--- config.mk ---
export PLATFORM = sky130hd
export DESIGN_NAME = palette_entry_to_display_lookup
export DESIGN_NICKNAME = d
export VERILOG_FILES = /design/src/rtl/pedl_pkg.sv /design/src/rtl/pedl_front.sv /design/src/rtl/pedl_queue.sv /design/src/rtl/pedl_back.sv /design/src/rtl/palette_entry_to_display_lookup.sv
export SDC_FILE = /design/constraint.sdc
export NUM_CORES = 1
export LEC_CHECK = 0
export BUFFER_PORTS_ARGS = -buffer_cell sky130_fd_sc_hd__clkbuf_2
export CAP_MARGIN = 10
export CORE_AREA = 2 2 106 108
export CTS_BUF_LIST = sky130_fd_sc_hd__clkbuf_8 sky130_fd_sc_hd__clkbuf_16
export DETAILED_ROUTE_END_ITERATION = 16
export DIE_AREA = 0 0 108 110
export GPL_TIMING_DRIVEN = 0
export PLACE_DENSITY = 0.93
export SKIP_LAST_GASP = 1
export SLEW_MARGIN = 20
export SYNTH_ARGS = -nofsm -noshare
export SYNTH_HDL_FRONTEND = slang
export SYNTH_SLANG_ARGS = --single-unit
--- constraint.sdc ---
create_clock -name clk -period 7.87 [get_ports clk]
set_input_delay 0.787 -clock clk [delete_from_list [all_inputs] [get_ports clk]]
set_output_delay 0.787 -clock clk [all_outputs]
set_load 0.03 [all_outputs]
--- src/rtl/pedl_pkg.sv ---
// ----------------------------------------------------------------------------
// pedl_pkg
// Shared codes and types of the palette entry to display lookup block.
// ----------------------------------------------------------------------------
package pedl_pkg;

	// Configuration register indexes
	localparam int unsigned CFG_INDEX_W = 2;
	localparam logic [CFG_INDEX_W-1:0] CFG_DEPTH_MODE  = 2'd0;
	localparam logic [CFG_INDEX_W-1:0] CFG_GRAY_INVERT = 2'd1;
	localparam logic [CFG_INDEX_W-1:0] CFG_SWAP_BYTES  = 2'd2;

	localparam int unsigned CFG_DATA_W = 3;

	// Screen depth codes
	localparam logic [2:0] MODE_1BPP  = 3'd0;
	localparam logic [2:0] MODE_2BPP  = 3'd1;
	localparam logic [2:0] MODE_4BPP  = 3'd2;
	localparam logic [2:0] MODE_8BPP  = 3'd3;
	localparam logic [2:0] MODE_12BPP = 3'd4;
	localparam logic [2:0] MODE_16BPP = 3'd5;

	// Kind of work queued for the back end
	localparam logic [1:0] KIND_GRAY1  = 2'd0;
	localparam logic [1:0] KIND_GRAY2  = 2'd1;
	localparam logic [1:0] KIND_GRAY4  = 2'd2;
	localparam logic [1:0] KIND_DIRECT = 2'd3;

	// Lightness above this is treated as light in 1 bpp mode
	localparam logic [7:0] GRAY1_THRESHOLD = 8'd160;

	typedef struct packed {
		logic [1:0]  kind;
		logic [3:0]  level;
		logic [15:0] word;
	} pedl_entry_t;

endpackage

--- src/rtl/pedl_front.sv ---
// ----------------------------------------------------------------------------
// pedl_front
// Holds the configuration registers, classifies each palette entry and
// computes either its gray level or its packed direct-colour word.
// ----------------------------------------------------------------------------
module pedl_front (
	input  logic                                  clk,
	input  logic                                  arst_n,
	input  logic                                  cfg_valid,
	output logic                                  cfg_ready,
	input  logic [pedl_pkg::CFG_INDEX_W-1:0]      cfg_index,
	input  logic [pedl_pkg::CFG_DATA_W-1:0]       cfg_data,
	input  logic [7:0]                            red,
	input  logic [7:0]                            green,
	input  logic [7:0]                            blue,
	output logic                                  emits,
	output pedl_pkg::pedl_entry_t                 entry
);

	logic [2:0] depth_mode_q;
	logic       gray_invert_q;
	logic       swap_bytes_q;

	assign cfg_ready = 1'b1;

	always_ff @(posedge clk or negedge arst_n) begin
		if (!arst_n) begin
			depth_mode_q  <= pedl_pkg::MODE_16BPP;
			gray_invert_q <= 1'b0;
			swap_bytes_q  <= 1'b0;
		end else if (cfg_valid) begin
			case (cfg_index)
				pedl_pkg::CFG_DEPTH_MODE:  depth_mode_q  <= cfg_data;
				pedl_pkg::CFG_GRAY_INVERT: gray_invert_q <= cfg_data[0];
				pedl_pkg::CFG_SWAP_BYTES:  swap_bytes_q  <= cfg_data[0];
				default: ;
			endcase
		end
	end

	logic [7:0]  hi;
	logic [7:0]  lo;
	logic [8:0]  sum;
	logic [7:0]  gray;
	logic [15:0] packed_word;

	always_comb begin
		hi = red;
		lo = red;
		if (green < lo) lo = green;
		if (green > hi) hi = green;
		if (blue < lo) lo = blue;
		if (blue > hi) hi = blue;
		sum  = {1'b0, hi} + {1'b0, lo};
		gray = sum[8:1];
	end

	always_comb begin
		emits       = 1'b1;
		entry.kind  = pedl_pkg::KIND_DIRECT;
		entry.level = 4'd0;
		entry.word  = 16'd0;
		packed_word = 16'd0;
		case (depth_mode_q)
			pedl_pkg::MODE_1BPP: begin
				entry.kind  = pedl_pkg::KIND_GRAY1;
				entry.level = {3'd0, (gray > pedl_pkg::GRAY1_THRESHOLD) == gray_invert_q};
			end
			pedl_pkg::MODE_2BPP: begin
				entry.kind  = pedl_pkg::KIND_GRAY2;
				entry.level = {2'd0, gray_invert_q ? gray[7:6] : ~gray[7:6]};
			end
			pedl_pkg::MODE_4BPP: begin
				entry.kind  = pedl_pkg::KIND_GRAY4;
				entry.level = gray_invert_q ? gray[7:4] : ~gray[7:4];
			end
			pedl_pkg::MODE_12BPP: begin
				packed_word = {4'd0, red[7:4], green[7:4], blue[7:4]};
				entry.word  = swap_bytes_q ? {packed_word[7:0], packed_word[15:8]}
				                           : packed_word;
			end
			pedl_pkg::MODE_16BPP: begin
				packed_word = {red[7:3], green[7:2], blue[7:3]};
				entry.word  = swap_bytes_q ? {packed_word[7:0], packed_word[15:8]}
				                           : packed_word;
			end
			default: begin
				// 8 bpp and unused codes produce nothing.
				emits = 1'b0;
			end
		endcase
	end

endmodule

--- src/rtl/pedl_queue.sv ---
// ----------------------------------------------------------------------------
// pedl_queue
// Short first-in first-out queue of classified entries between the front
// and back ends.
// ----------------------------------------------------------------------------
module pedl_queue #(
	parameter int unsigned DEPTH = 4
) (
	input  logic                  clk,
	input  logic                  arst_n,
	input  logic                  push,
	input  pedl_pkg::pedl_entry_t push_entry,
	output logic                  full,
	input  logic                  pop,
	output logic                  not_empty,
	output pedl_pkg::pedl_entry_t head
);

	localparam int unsigned PTR_W = (DEPTH > 1) ? $clog2(DEPTH) : 1;
	localparam int unsigned CNT_W = $clog2(DEPTH + 1);

	pedl_pkg::pedl_entry_t slots_q [DEPTH];
	logic [PTR_W-1:0] wr_ptr_q;
	logic [PTR_W-1:0] rd_ptr_q;
	logic [CNT_W-1:0] count_q;

	assign full      = (count_q == CNT_W'(DEPTH));
	assign not_empty = (count_q != '0);
	assign head      = slots_q[rd_ptr_q];

	always_ff @(posedge clk) begin
		if (push) slots_q[wr_ptr_q] <= push_entry;
	end

	always_ff @(posedge clk or negedge arst_n) begin
		if (!arst_n) begin
			wr_ptr_q <= '0;
			rd_ptr_q <= '0;
			count_q  <= '0;
		end else begin
			if (push) begin
				wr_ptr_q <= (wr_ptr_q == PTR_W'(DEPTH - 1)) ? '0 : wr_ptr_q + 1'b1;
			end
			if (pop) begin
				rd_ptr_q <= (rd_ptr_q == PTR_W'(DEPTH - 1)) ? '0 : rd_ptr_q + 1'b1;
			end
			if (push && !pop) begin
				count_q <= count_q + 1'b1;
			end else if (pop && !push) begin
				count_q <= count_q - 1'b1;
			end
		end
	end

endmodule

--- src/rtl/pedl_back.sv ---
// ----------------------------------------------------------------------------
// pedl_back
// Expands each queued entry into its result words, one per cycle while m_tready
// does not stall the output register, into that output register.
// ----------------------------------------------------------------------------
module pedl_back (
	input  logic                  clk,
	input  logic                  arst_n,
	input  logic                  head_valid,
	input  pedl_pkg::pedl_entry_t head,
	output logic                  pop,
	output logic                  m_tvalid,
	input  logic                  m_tready,
	output logic [15:0]           m_tdata,  // lookup_word[15:0]
	output logic                  m_tlast   // last_of_run
);

	logic [2:0]  slot_q;
	logic        m_tvalid_q;
	logic [15:0] m_tdata_q;
	logic        m_tlast_q;

	logic        issue;
	logic        last;
	logic [7:0]  gray_byte;
	logic [15:0] result;

	assign issue = head_valid && (!m_tvalid_q || m_tready);

	// The slot counter picks the pixel position, most significant first.
	always_comb begin
		gray_byte = 8'd0;
		last      = 1'b1;
		case (head.kind)
			pedl_pkg::KIND_GRAY1: begin
				gray_byte = {7'd0, head.level[0]} << (3'd7 - slot_q);
				last      = (slot_q == 3'd7);
			end
			pedl_pkg::KIND_GRAY2: begin
				gray_byte = {6'd0, head.level[1:0]} << {(2'd3 - slot_q[1:0]), 1'b0};
				last      = (slot_q[1:0] == 2'd3);
			end
			pedl_pkg::KIND_GRAY4: begin
				gray_byte = slot_q[0] ? {4'd0, head.level} : {head.level, 4'd0};
				last      = slot_q[0];
			end
			default: begin
				gray_byte = 8'd0;
				last      = 1'b1;
			end
		endcase
		result = (head.kind == pedl_pkg::KIND_DIRECT) ? head.word : {8'd0, gray_byte};
	end

	assign pop = issue && last;

	always_ff @(posedge clk) begin
		if (issue) begin
			m_tdata_q <= result;
			m_tlast_q <= last;
		end
	end

	always_ff @(posedge clk or negedge arst_n) begin
		if (!arst_n) begin
			slot_q     <= 3'd0;
			m_tvalid_q <= 1'b0;
		end else begin
			if (issue) begin
				m_tvalid_q <= 1'b1;
				slot_q     <= last ? 3'd0 : slot_q + 3'd1;
			end else if (m_tready) begin
				m_tvalid_q <= 1'b0;
			end
		end
	end

	assign m_tvalid = m_tvalid_q;
	assign m_tdata  = m_tdata_q;
	assign m_tlast  = m_tlast_q;

endmodule

--- src/rtl/palette_entry_to_display_lookup.sv ---
// ----------------------------------------------------------------------------
// palette_entry_to_display_lookup
// Turns palette entries into gray-level pixel bytes or packed RGB444/RGB565
// words for the configured screen depth.
// ----------------------------------------------------------------------------
//  Channel  Direction  Handshake            Payload
//  s_       in         s_tvalid / s_tready  red, green, blue
//  m_       out        m_tvalid / m_tready  lookup_word, last_of_run (tlast)
//  cfg_     in         cfg_valid / cfg_ready register index, write data
//
// One result leaves per cycle while m_tready does not stall the output
// register: an entry gives 8, 4 or 2 words in 1, 2 or 4 bpp mode, one word
// in 12 and 16 bpp mode, and none in 8 bpp or unused modes, stepped by the
// slot counter in the back end. Entries are taken while the queue has room,
// also while a result waits on m_tready. Reset leaves the queue empty and
// the registers at 16 bpp, gray invert flag clear, no byte swap.
// ----------------------------------------------------------------------------
module palette_entry_to_display_lookup #(
	parameter int unsigned QUEUE_DEPTH = 4
) (
	input  logic                              clk,
	input  logic                              arst_n,
	input  logic                              s_tvalid,
	output logic                              s_tready,
	input  logic [23:0]                       s_tdata,   // red[7:0], green[15:8], blue[23:16]
	output logic                              m_tvalid,
	input  logic                              m_tready,
	output logic [15:0]                       m_tdata,   // lookup_word[15:0]
	output logic                              m_tlast,   // last_of_run
	input  logic                              cfg_valid,
	output logic                              cfg_ready,
	input  logic [pedl_pkg::CFG_INDEX_W-1:0]  cfg_index,
	input  logic [pedl_pkg::CFG_DATA_W-1:0]   cfg_data
);

	logic                  emits;
	pedl_pkg::pedl_entry_t entry;
	logic                  full;
	logic                  pop;
	logic                  head_valid;
	pedl_pkg::pedl_entry_t head;
	logic                  push;

	assign s_tready = !full;
	assign push     = s_tvalid && s_tready && emits;

	pedl_front u_front (
		.clk       (clk),
		.arst_n    (arst_n),
		.cfg_valid (cfg_valid),
		.cfg_ready (cfg_ready),
		.cfg_index (cfg_index),
		.cfg_data  (cfg_data),
		.red       (s_tdata[7:0]),
		.green     (s_tdata[15:8]),
		.blue      (s_tdata[23:16]),
		.emits     (emits),
		.entry     (entry)
	);

	pedl_queue #(
		.DEPTH (QUEUE_DEPTH)
	) u_queue (
		.clk        (clk),
		.arst_n     (arst_n),
		.push       (push),
		.push_entry (entry),
		.full       (full),
		.pop        (pop),
		.not_empty  (head_valid),
		.head       (head)
	);

	pedl_back u_back (
		.clk        (clk),
		.arst_n     (arst_n),
		.head_valid (head_valid),
		.head       (head),
		.pop        (pop),
		.m_tvalid   (m_tvalid),
		.m_tready   (m_tready),
		.m_tdata    (m_tdata),
		.m_tlast    (m_tlast)
	);

endmodule

# ---- After elaboration in Yosys (flattened, before gate mapping)
# Memories as Yosys holds them, arrays and structs flattened.
# Index checks and enable logic that the tools add are counted.
dict set report classes {
  n_addsub 8
  order_cmp 5
  eq_ne 15
  shift 2
  muxes 24
  n_bitwise 2
  n_reduce_logical 21
}
# cell n
set ops {}
lappend ops {{$mux W8} 6}
lappend ops {{$mux W16} 2}
lappend ops {{$pmux W16 S2} 1}
lappend ops {{$pmux W8 S3} 1}
lappend ops {{$pmux W6 S3} 1}
lappend ops {{$gt A8 B8 Y1} 2}
lappend ops {{$lt A8 B8 Y1} 2}
lappend ops {{$eq A2 B2 Y1 const B} 6}
lappend ops {{$eq A3 B3 Y1 const B} 4}
lappend ops {{$add A8 B8 Y9} 1}
lappend ops {{$mux W3} 3}
lappend ops {{$gt A8 B8 Y1 const B} 1}
lappend ops {{$shl A1 B3 Y8} 1}
lappend ops {{$shl A2 B3 Y8} 1}
lappend ops {{$add A3 B1 Y3 const B} 2}
lappend ops {{$logic_and A1 B1 Y1} 6}
lappend ops {{$mux W2} 3}
lappend ops {{$reduce_and A2 Y1} 3}
lappend ops {{$mux W1} 5}
lappend ops {{$reduce_or A5 Y1} 1}
lappend ops {{$add A2 B1 Y2 const B} 2}
lappend ops {{$eq A2 B1 Y1 const B} 2}
lappend ops {{$logic_not A1 Y1} 4}
lappend ops {{$logic_not A2 Y1} 2}
lappend ops {{other kinds (14)} 15}
dict set report word_totals {
  reg_bits 33
  ram_bits 88
  input_bits 34
  output_inout_bits 20
  word_cells 89
  n_memories 1
}
# memory words word_bits rd rd_clocked_by_memory_dff write_ports line_no
set mem_list {}
lappend mem_list {u_queue.slots_q 4 22 1 0 1 pedl_queue.sv:22} ;# pedl_pkg::pedl_entry_t slots_q [DEPTH];

# ---- Longest topological paths before layout
# Gate-level depths: netlist of the first run.
dict set report logic_depth {
  depth_word 8
  depth_mapped 28
  mapped_depth_nobuf 27
}

# ---- Modules after synthesis
# Synthesis of the first run repeated with hierarchy kept, for this count alone.
dict set report hier_totals {
  cells_unflattened 562
  area_unflattened_um2 6952.9
}
# module instances cells_per_inst area_each_um2
set modules_own_cells {}
lappend modules_own_cells {pedl_queue 1 152 3627.2}
lappend modules_own_cells {pedl_front 1 306 2168.3}
lappend modules_own_cells {pedl_back 1 102 1144.8}
lappend modules_own_cells {palette_entry_to_display_lookup 1 2 12.5}

# ---- Least setup slack after synthesis of the first run
# Ideal clock, no wire load.
dict set report synth_path {
  path_type {input to register}
  startpoint {in s_tdata[1]}
  endpoint {mem u_queue.slots_q[0][16] (netlist bit), data pin}
  setup_ns 0.230
  t_arrival_ns 5.875
  required_time_ns 7.640
  path_slack_ns 1.765
  stages 24
  path_cell_list {inv_1 ha_1 nor2b_4 o211ai_2 a21oi_4 nor2_8 mux2i_1 ha_1 a2111oi_0 nand2_1 a21boi_0 buf_1 mux2i_1 fa_1 a21o_1 a211oi_1 nor2_1 o41ai_2 nor4_1 nor4b_1 o31a_1 a311oi_1 mux2i_1 o311ai_1}
}
# element line_no
set synth_lines {}
lappend synth_lines {{from (decl)} palette_entry_to_display_lookup.sv:25} ;# input logic [23:0] s_tdata,
lappend synth_lines {{to (decl)} pedl_queue.sv:22}

==> results.sh, run 1 <==
export IMPL_leakage_nw=3.16
export IMPL_vdd_drop_max_mv=0.212
export IMPL_ys_ff_latch=121
export IMPL_cts_buffer_depth=2
export IMPL_synthArstFlopShare=0.132
export IMPL_avgRoutedWirePerCell_um=20.0
export IMPL_final_setup_skew_ns=0.0131
export IMPL_io_pins=54
export IMPL_syn_to_final_growth_pct=15.9
export IMPL_synth_edf_count=105
export IMPL_cp_max_fo=10
export IMPL_syn_nets=622
export IMPL_post_cts_resized=0
export IMPL_port_buffers=52
export IMPL_cts_tree="yes"
export IMPL_seq_area_frac_synth=0.523
export IMPL_grt_pass1_wl_um=25200
export IMPL_viasPerCell=6.41
export IMPL_critPathLaunchType="input pin"
export IMPL_finalSetupViolations=0
export IMPL_grt_max_degree=23
export IMPL_drv_cap=0
export IMPL_num_antenna_cells=0
export IMPL_drc=0
export IMPL_core_um2=10700
export IMPL_worstMarginPinSlew_ns=0.904
export IMPL_drt_total_wl_um=15500
export IMPL_worstSetupPathType="in -> reg"
export IMPL_netlist_area_um2=6800
export IMPL_hold_buffers=0
export IMPL_slew_viol_final=0
export IMPL_cp_common_cell="mux2i_1"
export IMPL_ctsRootBufferMaster="clkbuf_8"
export IMPL_dieArea_um2=11900
export IMPL_grt_pass1_vias=4935
export IMPL_nets=693
export IMPL_hold_viol_final=0
export IMPL_path_clk_slew_ns=0.06
export IMPL_syn_avg_cell_area_um2=12.4
export IMPL_crit_chain="clkbuf_2, inv_1, ha_1, a21oi_1, a21oi_4, nor2_8, mux2i_1, ha_1, a2111oi_0, nand2_1, a21boi_0, buf_1, mux2i_1, fa_1, a21o_1, a211oi_1, nor2_1, o41ai_2, nor4_1, nor4b_1, o31a_1, a311oi_1, mux2i_1, o311ai_1"
export IMPL_max_slew_margin_rel=0.398
export IMPL_setup_tns_ns=0
export IMPL_gp_congestion=0.895
export IMPL_synthTopCellsByArea="edfxtp_1, ha_1, mux4_2, dfrtp_1, mux2i_1"
export IMPL_critPathArrivalTime_ns=6.91
export IMPL_dr_pass1_iters=5
export IMPL_holdCritPathClass="in -> async"
export IMPL_cp_data_required_time_ns=8.12
export IMPL_power_density_nw_per_um2=379
export IMPL_total_power_mw=2.99
export IMPL_synthFlopType="edfxtp_1"
export IMPL_gr_total_overflow=0
export IMPL_start_util=0.636
export IMPL_yosysUniqueCellTypes=68
export IMPL_die_w_um=108
export IMPL_synth_common_cells="edfxtp_1, nor2_1, nand2_1"
export IMPL_rsz0062_at_grt="no"
export IMPL_holdWs_ns=0.194
export IMPL_cts_setup_buffers=0
export IMPL_first_iter_violations=532
export IMPL_n_fill_cell=645
export IMPL_end_kind="flop"
export IMPL_timing_fmax_mhz=150
export IMPL_grt_antenna_before_repair=0
export IMPL_syn_instance_count=548
export IMPL_outcome="complete, no violations"
export IMPL_clkSinkCount=121
export IMPL_ant_nets=0
export IMPL_synth_largest_area_cell="edfxtp_1"
export IMPL_rows=38
export IMPL_max_stage_delay_ns=0.62
export IMPL_fin_crit_sh=0.847
export IMPL_min_period_ns=6.67
export IMPL_synth_most_common_cell="edfxtp_1"
export IMPL_die_h_um=110
export IMPL_synth_top_area_frac=0.463
export IMPL_track_usage=0.285
export IMPL_cp_slowest_cell="a2111oi_0"
export IMPL_fin_util=0.737
export IMPL_htreeDepth=4
export IMPL_drive_gt1_frac=0.222
export IMPL_yosysWarnings=0
export IMPL_hpwl_um=10400
export IMPL_via_count=4946
export IMPL_numCtsBuffers=17
export IMPL_clk_latency_ns=0.53
final timing paths:
| kind | startpoint | end | slack, ns | cells after the start |
|---|---|---|---|---|
| max | s_tdata[3] | u_queue.slots_q[2][16]$_DFFE_PP_ | 1.20 | 24 |
| min | arst_n | u_queue.count_q[0]$_DFFE_PN0P_ | 0.19 | 1 |
| max reg2reg | u_queue.rd_ptr_q[0]$_DFFE_PN0P_ | u_queue.count_q[2]$_DFFE_PN0P_ | 4.06 | 13 |
| min reg2reg | u_back.m_tvalid$_DFFE_PN0P_ | u_back.m_tvalid$_DFFE_PN0P_ | 0.49 | 2 |
| max in group asynchronous | arst_n | u_front.depth_mode_q[0]$_DFFE_PN1P_ | 7.34 | 1 |
| min in group clk | u_back.m_tvalid$_DFFE_PN0P_ | u_back.m_tvalid$_DFFE_PN0P_ | 0.49 | 2 |
sequential cells by signal, summed over array words and instances, names as in the netlist:
| register | flops |
|---|---|
| u_back.m_tdata | 16 |
| u_back.m_tlast | 1 |
| u_back.m_tvalid | 1 |
| u_back.slot_q | 3 |
| u_front.depth_mode_q | 3 |
| u_front.gray_invert_q | 1 |
| u_front.swap_bytes_q | 1 |
| u_queue.count_q | 3 |
| u_queue.rd_ptr_q | 2 |
| u_queue.slots_q | 88 |
| u_queue.wr_ptr_q | 2 |
cell families after synthesis:
logic type	after synthesis	share of synthesized area
xor+xnor	11	0.0142
mux	67	0.140
flops	121	0.523
compound gates	111	0.109
buf+inv	52	0.0307
other cells	1	0.000551
simple gates	145	0.108
fa+ha+maj	40	0.0758
metal layers:
layer / global-route usage / routed length [um] / up-vias
met5: 0 / 0 / -
met4: 0.107 / 393 / 0
met3: 0.0658 / 1120 / 40
met2: 0.480 / 7790 / 297
met1: 0.365 / 6150 / 2390
li1: - / - / 2219
power breakdown:
group          leakage [nW]  switching, mW  internal, mW  total [mW]
combinational          1.68          0.734         0.451        1.18
sequential             1.18         0.0664         0.905       0.972
clock                 0.300          0.283         0.546       0.830
total                  3.16           1.08          1.90        2.99
cell usage in the layout, fill, tap and decap left out, types with 4 or more instances in the layout:
cell          n
bufinv_16     5
and3_1        9
ha_1         38
clkinvlp_4    4
xnor2_1       6
o31ai_1       4
a21oi_1      34
mux2i_1      35
a22oi_1       4
and2_2        4
edfxtp_1    105
mux4_2       21
o21ai_0      21
nor2_1       40
a21o_1        6
xor2_1        5
mux2_2       10
nor2b_1       4
clkbuf_1     17
nor3_1        6
dfrtp_1      14
o22ai_1      10
clkbuf_2     52
nand3_1      13
nand2b_1      5
inv_1        28
clkbuf_16    16
nand2_1      39
per-stage QoR:
stage          worst slack, ns  instances  area [um^2]
3_3_place_gp             0.896        740         7240
6_report                  1.20        772         7880
2_1_floorplan             1.76        548         6800
5_1_grt                  0.689        772         7880
3_5_place_dp             0.776        740         7240
4_1_cts                   1.26        772         7880
layout make-up:
| cell class | instances | area, um^2 | share of cell area |
|---|---|---|---|
| clock buffer | 17 | 414 | 0.0525 |
| timing repair buffer | 52 | 260 | 0.0330 |
| inverter | 28 | 105 | 0.0133 |
| tap | 140 | 175 | 0.0222 |
| clock inverter | 15 | 225 | 0.0286 |
| sequential | 121 | 3560 | 0.451 |
| multi-input combinational | 375 | 3040 | 0.386 |
| buffer | 24 | 104 | 0.0132 |
worst max-delay path, delay by kind of cell:
family          cells  cell delay, ns
buf+inv             3            0.65
compound gates     10            3.01
simple gates        5            0.72
mux                 3            0.62
fa+ha+maj           3            1.09
Note: power is estimated with default switching activity, not from simulation.
==> inputs of run 2 (changes only) <==
--- a/config.mk
+++ b/config.mk
@@ -7,12 +7,12 @@
 export LEC_CHECK = 0
 export BUFFER_PORTS_ARGS = -buffer_cell sky130_fd_sc_hd__clkbuf_2
 export CAP_MARGIN = 10
-export CORE_AREA = 2 2 106 108
+export CORE_AREA = 2 2 109 111
 export CTS_BUF_LIST = sky130_fd_sc_hd__clkbuf_8 sky130_fd_sc_hd__clkbuf_16
 export DETAILED_ROUTE_END_ITERATION = 16
-export DIE_AREA = 0 0 108 110
+export DIE_AREA = 0 0 111 113
 export GPL_TIMING_DRIVEN = 0
-export PLACE_DENSITY = 0.93
+export PLACE_DENSITY = 0.89
 export SKIP_LAST_GASP = 1
 export SLEW_MARGIN = 20
 export SYNTH_ARGS = -nofsm -noshare
==> constraint.sdc (replaced) <==
create_clock -name clk -period 6.44 [get_ports clk]
set_input_delay 0.644 -clock clk [delete_from_list [all_inputs] [get_ports clk]]
set_output_delay 0.644 -clock clk [all_outputs]
set_load 0.03 [all_outputs]
==> run 2 against run 1 <==
Combinational power rose by 25%; die area up 5.6%; sequential power grew 22%; register-to-register slack lost 1.4 ns; power up 19%; non-clock buffer count up 1; global-route usage shrank 3.1 points; critical path depth grew 3; cell count increased by 0.39%; first-iteration DRC count shrank 18%; setup slack worse by 0.79 ns.
==> results.sh, run 2 (synthesized netlist as in run 1, its figures left out) <==
export IMPL_seq_area_um2=3560
export IMPL_drv_cap=0
export IMPL_dr_wl_met3_um=1040
export IMPL_finalSetupViolations=0
export IMPL_num_antenna_cells=0
export IMPL_stdcell_count=775
export IMPL_dieArea_um2=12500
export IMPL_worstMarginPinSlew_ns=0.872
export IMPL_nets=694
export IMPL_crit_start="s_tdata[3]"
export IMPL_final_setup_skew_ns=0.00836
export IMPL_worstSetupPathType="in -> reg"
export IMPL_hold_viol_final=0
export IMPL_path_clk_slew_ns=0.05
export IMPL_cp_max_fo=10
export IMPL_start_util=0.604
export IMPL_first_iter_violations=437
export IMPL_largest_reg_flops=88
export IMPL_reg2reg_from="u_queue.rd_ptr_q[0]$_DFFE_PN0P_"
export IMPL_grt_max_degree=23
export IMPL_grt_pass1_vias=4759
export IMPL_clk_latency_ns=0.41
export IMPL_max_slew_margin_rel=0.419
export IMPL_ant_nets=0
export IMPL_end_kind="flop"
export IMPL_gr_total_overflow=0
export IMPL_crit_buf_inv=3
export IMPL_outcome="complete, no violations"
export IMPL_final_common_cell="edfxtp_1"
export IMPL_met2_length_um=8090
export IMPL_critPathArrivalTime_ns=6.22
export IMPL_cp_data_required_time_ns=6.63
export IMPL_drc=0
export IMPL_via_count=4851
export IMPL_numCtsBuffers=17
export IMPL_clkSinkCount=121
export IMPL_vdd_drop_max_mv=0.264
export IMPL_die_h_um=113
export IMPL_n_fill_cell=764
export IMPL_track_usage=0.254
export IMPL_holdCritPathClass="in -> async"
export IMPL_timing_fmax_mhz=166
export IMPL_crit_family="compound AO/OA/AOI/OAI gates"
export IMPL_die_w_um=111
export IMPL_syn_to_final_growth_pct=15.6
export IMPL_layout_common_cells="edfxtp_1, clkbuf_2, nor2_1"
export IMPL_leakage_nw=3.17
export IMPL_rsz0062_at_grt="no"
export IMPL_multi_input_area_um2=3090
export IMPL_slew_viol_final=0
export IMPL_rows=39
export IMPL_top_register="u_queue.slots_q"
export IMPL_fin_crit_sh=0.936
export IMPL_min_period_ns=6.03
export IMPL_grt_antenna_before_repair=0
export IMPL_holdWs_ns=0.166
export IMPL_hold_buffers=0
export IMPL_dp_cells=743
export IMPL_viasPerCell=6.26
export IMPL_top_layer="met4"
export IMPL_port_buffers=52
export IMPL_cp_slowest_cell="fa_1"
export IMPL_drt_total_wl_um=15500
export IMPL_met1Wirelength_um=6040
export IMPL_critPathLaunchType="input pin"
export IMPL_grt_pass1_wl_um=24400
export IMPL_avgRoutedWirePerCell_um=20.0
export IMPL_cts_buffer_depth=2
export IMPL_core_um2=11300
export IMPL_max_stage_delay_ns=0.40
export IMPL_dr_pass1_iters=5
export IMPL_htreeDepth=4
export IMPL_power_density_nw_per_um2=453
export IMPL_ctsRootBufferMaster="clkbuf_16"
export IMPL_cts_tree="yes"
export IMPL_gp_congestion=0.856
export IMPL_cp_common_cell="a211oi_1"
export IMPL_drive_gt1_frac=0.225
export IMPL_io_pins=54
export IMPL_hpwl_um=10800
==> run 2: cell types whose count changed in the layout (fill, tap and decap cells not counted), sizes merged <==
cell	delta
clkinv	+5
buf	+1
clkinvlp	-4
bufinv	-2
==> run 2: path summary, 6_finish.rpt <==
path	slack (ns)	to	cells after the start
max in group asynchronous	5.93	u_front.depth_mode_q[0]$_DFFE_PN1P_	1
min in group clk	0.48	u_front.depth_mode_q[2]$_DFFE_PN1P_	2
max reg2reg	2.69	u_queue.count_q[2]$_DFFE_PN0P_	13
min	0.17	u_back.slot_q[1]$_DFFE_PN0P_	1
min reg2reg	0.51	u_back.m_tvalid$_DFFE_PN0P_	2
max	0.41	u_queue.slots_q[3][16]$_DFFE_PP_	27
==> run 2: where the power goes <==
group / switching, mW / internal, mW
registers: 0.0849 / 1.11
clock network: 0.311 / 0.592
logic: 0.904 / 0.566
==> run 2: worst register-to-register path: cells and delay by family (launching register included) <==
family	cells	cell delay [ns]
adders and majority gates	2	0.57
AOI/OAI and AO/OA	1	0.49
DFF	1	0.36
buffers and inverters	4	0.81
muxes	1	0.60
xor gates and xnor gates	2	0.34
and+or+nand+nor	3	0.47
==> run 2: per-layer routing <==
layer | global-route usage | vias to the layer above
met5 | 0 | -
li1 | - | 2217
met3 | 0.0595 | 36
met2 | 0.449 | 241
met1 | 0.301 | 2357
met4 | 0.103 | 0
==> run 2: timing repair <==
| action | CTS | global route |
|---|---|---|
| pin swaps | 0 | 2 |
| gates resized for setup | 3 | 8 |
| setup buffers | 0 | 1 |
| setup endpoints to repair | 4 | 4 |
==> run 2: final cells by class <==
class                   instances  area share
plain buffers                  24      0.0135
clock buffers                  17      0.0541
clock inverters                14      0.0176
inverters                      28      0.0134
multi-input cells             375       0.393
flip-flops and latches        121       0.452
well taps                     143      0.0227
repair buffers                 53      0.0340
==> run 2: metrics by stage <==
stage / power, mW / cell area [um^2] / setup WS, ns / utilization / setup TNS (ns)
global placement: 2.52 / 7240 / -0.438 / 0.643 / -1.75
finish: 3.57 / 7870 / 0.413 / 0.698 / 0
floorplan: 2.24 / 6800 / 0.478 / - / 0
CTS: 3.53 / 7810 / 0.0607 / 0.693 / 0
detailed placement: 2.60 / 7240 / -0.632 / 0.643 / -2.53
global route: 3.74 / 7870 / 0.00244 / 0.698 / 0
